File: src/rtl/yuvrgb_pkg.sv
// Shared types, coefficients and channel clamp for the 4:2:0 block to RGB888 converter.
// No dependencies.
package yuvrgb_pkg;

    localparam int FRAC_BITS = 13;
    localparam int SUM_W     = 24;
    localparam int PROD_Y_W  = 22;
    localparam int LANES     = 4;
    localparam int IN_W      = 48;
    localparam int OUT_W     = 96;

    localparam logic        [13:0] COEF_Y  = 14'd9535;
    localparam logic signed [15:0] COEF_RV = 16'sd13074;
    localparam logic signed [15:0] COEF_GV = 16'sd6660;
    localparam logic signed [15:0] COEF_GU = 16'sd3203;
    localparam logic signed [15:0] COEF_BU = 16'sd16531;
    localparam logic        [7:0]  CHAN_MAX = 8'd255;

    // Chroma contributions shared by all four pixels of a block
    typedef struct packed {
        logic signed [SUM_W-1:0] red_term;
        logic signed [SUM_W-1:0] green_term;
        logic signed [SUM_W-1:0] blue_term;
    } chroma_terms_t;

    // Floor shift by FRAC_BITS, then clamp to 0..255
    function automatic logic [7:0] clamp_channel(input logic signed [SUM_W-1:0] sum);
        logic [SUM_W-FRAC_BITS-1:0] q;
        q = sum[SUM_W-1:FRAC_BITS];
        if (q[SUM_W-FRAC_BITS-1])
            return 8'd0;
        else if (|q[SUM_W-FRAC_BITS-2:8])
            return CHAN_MAX;
        else
            return q[7:0];
    endfunction

endpackage

File: src/rtl/yuv420_block_to_rgb.sv
// Throughput: one 2x2 block per cycle unless m_tready stalls the output; stage 1 holds the luma
// and shared chroma products, stage 2 the merged output register.
// Each stage advances when it is empty or the stage after it moves; a stall holds stage 2, and stage 1 once full.
// Reset (rst_n low, asynchronous) clears both stage valid flags; data registers keep values.
// Depends on yuvrgb_pkg, yuvrgb_chroma and yuvrgb_lane.
module yuv420_block_to_rgb
    import yuvrgb_pkg::*;
(
    input  logic             clk,
    input  logic             rst_n,
    input  logic             s_tvalid,
    output logic             s_tready,
    // luma_top_left, luma_top_right, luma_bottom_left, luma_bottom_right,
    // chroma_blue, chroma_red (8 bits each, from bit 0 up)
    input  logic [IN_W-1:0]  s_tdata,
    output logic             m_tvalid,
    input  logic             m_tready,
    // rgb_top_left, rgb_top_right, rgb_bottom_left, rgb_bottom_right (24 bits each, from bit 0 up)
    output logic [OUT_W-1:0] m_tdata
);

    logic               valid1_reg;
    logic               valid1_next;
    logic               valid2_reg;
    logic               valid2_next;
    logic [OUT_W-1:0]   data2_reg;
    logic [OUT_W-1:0]   data2_next;
    logic               adv1;
    logic               adv2;
    chroma_terms_t      terms;
    logic [LANES*24-1:0] lane_rgb;

    assign adv2     = !valid2_reg || m_tready;
    assign adv1     = !valid1_reg || adv2;
    assign s_tready = adv1;

    yuvrgb_chroma u_chroma (
        .clk         (clk),
        .en          (adv1),
        .chroma_blue (s_tdata[39:32]),
        .chroma_red  (s_tdata[47:40]),
        .terms       (terms)
    );

    for (genvar i = 0; i < LANES; i++)
    begin : g_lane
        yuvrgb_lane u_lane (
            .clk   (clk),
            .en    (adv1),
            .luma  (s_tdata[i*8 +: 8]),
            .terms (terms),
            .rgb   (lane_rgb[i*24 +: 24])
        );
    end

    always_comb
    begin
        valid1_next = adv1 ? s_tvalid : valid1_reg;
        valid2_next = adv2 ? valid1_reg : valid2_reg;
        data2_next  = adv2 ? lane_rgb : data2_reg;
    end

    always_ff @(posedge clk or negedge rst_n)
    begin
        if (!rst_n)
        begin
            valid1_reg <= 1'b0;
            valid2_reg <= 1'b0;
        end
        else
        begin
            valid1_reg <= valid1_next;
            valid2_reg <= valid2_next;
        end
    end

    always_ff @(posedge clk)
    begin
        data2_reg <= data2_next;
    end

    assign m_tvalid = valid2_reg;
    assign m_tdata  = data2_reg;

`ifndef ASSERT_OFF
    a_ready_when_out_empty: assert property (@(posedge clk) disable iff (!rst_n)
        !m_tvalid |-> s_tready)
        else $error("input not ready while output stage is empty");

    a_stage1_holds: assert property (@(posedge clk) disable iff (!rst_n)
        (valid1_reg && !adv2) |=> valid1_reg)
        else $error("stage 1 block dropped during stall");

    a_stage1_moves: assert property (@(posedge clk) disable iff (!rst_n)
        (valid1_reg && adv2) |=> m_tvalid)
        else $error("stage 1 block did not reach output");

    a_accept_fills: assert property (@(posedge clk) disable iff (!rst_n)
        (s_tvalid && s_tready) |=> valid1_reg)
        else $error("input transfer not captured in stage 1");
`endif

endmodule

File: src/rtl/yuvrgb_chroma.sv
// Shared chroma stage: centers U and V and registers their scaled terms.
// Depends on yuvrgb_pkg.
module yuvrgb_chroma
    import yuvrgb_pkg::*;
(
    input  logic          clk,
    input  logic          en,
    input  logic [7:0]    chroma_blue,
    input  logic [7:0]    chroma_red,
    output chroma_terms_t terms
);

    logic signed [7:0] du;
    logic signed [7:0] dv;
    chroma_terms_t     terms_reg;
    chroma_terms_t     terms_next;

    // value - 128 is the byte with its top bit flipped, read as signed
    assign du = signed'({~chroma_blue[7], chroma_blue[6:0]});
    assign dv = signed'({~chroma_red[7], chroma_red[6:0]});

    always_comb
    begin
        terms_next.red_term   = SUM_W'(COEF_RV) * SUM_W'(dv);
        terms_next.green_term = SUM_W'(COEF_GV) * SUM_W'(dv) + SUM_W'(COEF_GU) * SUM_W'(du);
        terms_next.blue_term  = SUM_W'(COEF_BU) * SUM_W'(du);
    end

    always_ff @(posedge clk)
    begin
        if (en)
            terms_reg <= terms_next;
    end

    assign terms = terms_reg;

endmodule

File: src/rtl/yuvrgb_lane.sv
// One pixel lane: registers the luma product, then sums, floors, clamps and packs.
// Depends on yuvrgb_pkg.
module yuvrgb_lane
    import yuvrgb_pkg::*;
(
    input  logic          clk,
    input  logic          en,
    input  logic [7:0]    luma,
    input  chroma_terms_t terms,
    output logic [23:0]   rgb
);

    logic [PROD_Y_W-1:0]     y_prod_reg;
    logic [PROD_Y_W-1:0]     y_prod_next;
    logic signed [SUM_W-1:0] y_term;
    logic signed [SUM_W-1:0] red_sum;
    logic signed [SUM_W-1:0] green_sum;
    logic signed [SUM_W-1:0] blue_sum;

    assign y_prod_next = {{(PROD_Y_W-14){1'b0}}, COEF_Y} * {{(PROD_Y_W-8){1'b0}}, luma};

    always_ff @(posedge clk)
    begin
        if (en)
            y_prod_reg <= y_prod_next;
    end

    assign y_term    = signed'({{(SUM_W-PROD_Y_W){1'b0}}, y_prod_reg});
    assign red_sum   = y_term + terms.red_term;
    assign green_sum = y_term - terms.green_term;
    assign blue_sum  = y_term + terms.blue_term;

    assign rgb = {clamp_channel(red_sum), clamp_channel(green_sum), clamp_channel(blue_sum)};

endmodule

File: config.mk
export PLATFORM = sky130hd
export DESIGN_NAME = yuv420_block_to_rgb
export DESIGN_NICKNAME = d
export VERILOG_FILES = /design/src/rtl/yuvrgb_pkg.sv /design/src/rtl/yuv420_block_to_rgb.sv /design/src/rtl/yuvrgb_chroma.sv /design/src/rtl/yuvrgb_lane.sv
export SDC_FILE = /design/constraint.sdc
export NUM_CORES = 1
export LEC_CHECK = 0
export BUFFER_PORTS_ARGS = -buffer_cell sky130_fd_sc_hd__buf_4
export CORE_AREA = 2 2 230 232
export CTS_CLUSTER_SIZE = 8
export DETAILED_ROUTE_END_ITERATION = 7
export DIE_AREA = 0 0 232 234
export PLACE_DENSITY_LB_ADDON = 0.2
export SYNTH_ARGS = -nofsm -noshare
export SYNTH_HDL_FRONTEND = slang
export SYNTH_SLANG_ARGS = --single-unit
File: constraint.sdc
create_clock -name clk -period 5.13 [get_ports clk]
set_input_delay 0.7695 -clock clk [delete_from_list [all_inputs] [get_ports clk]]
set_output_delay 0.7695 -clock clk [all_outputs]
set_load 0.03 [all_outputs]
==> results.cfg <==
[floorplan]
row_count = 84
ios = 150
die_h_microns = 234
core_area_sq_mm = 0.05202
start_util = 0.5697
dieArea_sq_mm = 0.05429
die_x_microns = 232

[power]
p_leak_nw = 16.19
power.total_mw = 23.91
swShare = 0.4841
peakVddDrop_mv = 0.2657
powerDensity_mw_per_mm2 = 713.0
sequentialPowerShare = 0.207
power.internal_mw = 12.34
netSwitchingPower_mw = 11.58
clockPowerShare = 0.095
comb_power_share = 0.698

[worst_hold_path]
holdPathEnd = valid1_reg
whs_path_depth = 2
hp-class = in -> reg
min_from = s_tvalid

[synthesis]
synth_edf_count = 252
netlist_area_sq_mm = 0.02964
synth_common_cells = 666 x ha_1, 321 x inv_1, 252 x edfxtp_1, 212 x nor2_1, 187 x a21oi_1
synth_area_per_cell_sq_um = 10.17
synth_nets = 3784
syn_inst = 2913
synth_seq_cells = 254
synth_top_flop_cell = edfxtp_1
yosys.area.top_type = ha_1
yosysSeqAreaShare = 0.2570
yosysUniqueCellTypes = 81
synth.top_cell.area_share = 0.2812
yosysMostFrequentCell = ha_1
ys_top_cells_by_area = ha_1 28%, edfxtp_1 26%, fa_1 10%
async_flop_share = 0.007874
yosys_warnings = 0

[flow_run]
cap_violations = 0

[worst_setup_path]
reg2reg_to = m_tdata[36]
r2r_setup_slack_ns = 1.20
critPathMaxFanout = 5
critPathArrivalTime_ns = 5.07
path_class = in -> reg
start_kind = input port
crit_required_ns = 5.44
timing.rr.start = u_chroma.terms[37]
ff2ff_path_depth = 11
endpoint_kind = flop

[placement]
dp_hpwl_microns = 64500
postPlaceCellArea_sq_mm = 0.03247
place_congestion = 0.9349
dpl_worst_slack_ns = -0.1772
portBuffers = 149

[clock_network]
cts_sinks = 254
cts_tree = done
clkLatencyLatePin_ns = 0.56
cts_htree_levels = 2
clk_pin_slew_worst_paths_ns = 0.05
post_cts_buffers = 0
cts_buffer_depth = 3
cts_buffers = 38
ctsRootBufferMaster = clkbuf_16

[global_route]
grt_pass1_wl_microns = 124500
grt_usage = 0.2952
grt_pass1_vias = 23090
antenna_found_initial = 1
grt_overflow = 0
grt_max_degree = 158

[finish]
seq_area_sq_mm = 0.007617
final_area_sq_mm = 0.03354
final_net_count = 4080
multi_input_area_sq_mm = 0.02080
n_fill_cell = 4125
largest_register_ff_count = 96
area_growth_pct = 13.16
drive_above_1_share = 0.1061
n_antenna_cell = 0

[detailed_routing]
vias = 23090
viasPerCell = 5.905
wl_per_cell_microns = 20.09
drt_iter0_drc = 1632
ant_nets = 0
drtPass1Iterations = 5
drc = 0
wl_microns = 78590

[timing]
max_freq_mhz = 210.2
worst_slew_pin_slew_ns = 0.9951
fin_crit_sh = 0.9272
setup_violations = 0
rsz0062_at_grt = false
finalSetupTns_ns = 0
whs_ns = 0.4116
hold_violations = 0
clock_skew_ns = 0.02489
worst_slack_ns = 0.3734
layout_min_cycle_time_ns = 4.757
slew-limit-headroom = 0.3366
slew_viol_final = 0

[status]
status = completed
[worst max-delay path: stages]
cell and delay [ns]:
buf_4 0.11, inv_1 0.14, ha_1 0.28, ha_1 0.30, inv_1 0.06, fa_1 0.50, inv_1 0.05, ha_1 0.29
ha_1 0.33, a31oi_1 0.18, o31ai_1 0.11, a211oi_1 0.35, o21ai_0 0.19, a31o_2 0.26, a21oi_1 0.18, xnor2_1 0.20
ha_1 0.31, and3_1 0.18, o21ai_0 0.07, nand2_1 0.09, xor2_1 0.14
[cell usage in the layout (no fill, tap or decap), types with 23 or more instances in the layout]
cell type / n
nor2b_1: 42
edfxtp_1: 252
inv_1: 321
fa_1: 153
clkbuf_16: 39
a31oi_1: 23
ha_1: 666
nor2_1: 212
a21o_1: 81
and3_1: 23
or3_1: 26
o21a_1: 89
buf_4: 262
xnor2_1: 142
nand3_1: 53
nand2b_1: 34
o21ai_0: 111
nand2_1: 111
xor2_1: 60
a21oi_1: 187
nor3_1: 56
[per-layer routing]
metal | routed length (microns) | track usage | share of wire | up-vias
met4 | 3216 | 0.1114 | 0.041 | 2
met2 | 34920 | 0.4753 | 0.44 | 706
li1 | - | - | - | 11180
met1 | 35780 | 0.4078 | 0.46 | 11020
met5 | 12 | 0 | 0.00015 | -
met3 | 4659 | 0.03782 | 0.059 | 183
[cell type report]
cell class | instances | share of cell area
clock inverter | 6 | 0.001455
tap | 688 | 0.02567
inverter | 321 | 0.03593
sequential | 254 | 0.2271
clock buffer | 48 | 0.03011
timing repair buffer | 264 | 0.05954
multi-input combinational | 2330 | 0.6202
[per-stage QoR]
| step | util | cells |
|---|---|---|
| final | 0.6447 | 3911 |
| after CTS | 0.6447 | 3911 |
| after global routing | 0.6447 | 3911 |
| after floorplan | - | 2913 |
| after detailed placement | 0.6241 | 3856 |
| after global placement | 0.6241 | 3856 |
[worst max path at each step]
stage	startpoint	end	slack [ns]	depth (start not counted)
after detailed placement	s_tdata[39]	u_chroma.terms[45]	-0.18	20
after floorplan	m_tready	g_lane[0].u_lane.y_prod_reg[0]	-1.09	1
after global routing	s_tdata[39]	u_chroma.terms[45]	0.09	21
after CTS	s_tdata[39]	u_chroma.terms[45]	0.39	20
final	s_tdata[39]	u_chroma.terms[45]	0.37	21
after global placement	s_tdata[39]	u_chroma.terms[45]	-0.07	21
[power groups by stage]
stage | combinational [mW] | sequential, mW | clock [mW]
floorplan | 11.1 | 5.14 | 0
global placement | 15.8 | 4.94 | 0
detailed placement | 16.3 | 4.96 | 0
CTS | 16.5 | 4.93 | 2.32
global route | 18.5 | 4.98 | 2.40
finish | 16.7 | 4.95 | 2.28
[kinds of logic after synthesis]
kind of cell	count (synthesis)	share of synthesized area
compound gates	672	0.1509
buf+inv	329	0.04171
flops	254	0.2570
mux	7	0.002364
xor+xnor	202	0.05969
simple gates	630	0.1038
fa+ha+maj	819	0.3845
[repair_timing]
action / 4_1_cts / 5_1_grt
hold buffers: 1 / 0
endpoints found under the hold margin: 2 / 0
gates resized for setup: 0 / 0
Power figures use the tool's default switching activity.
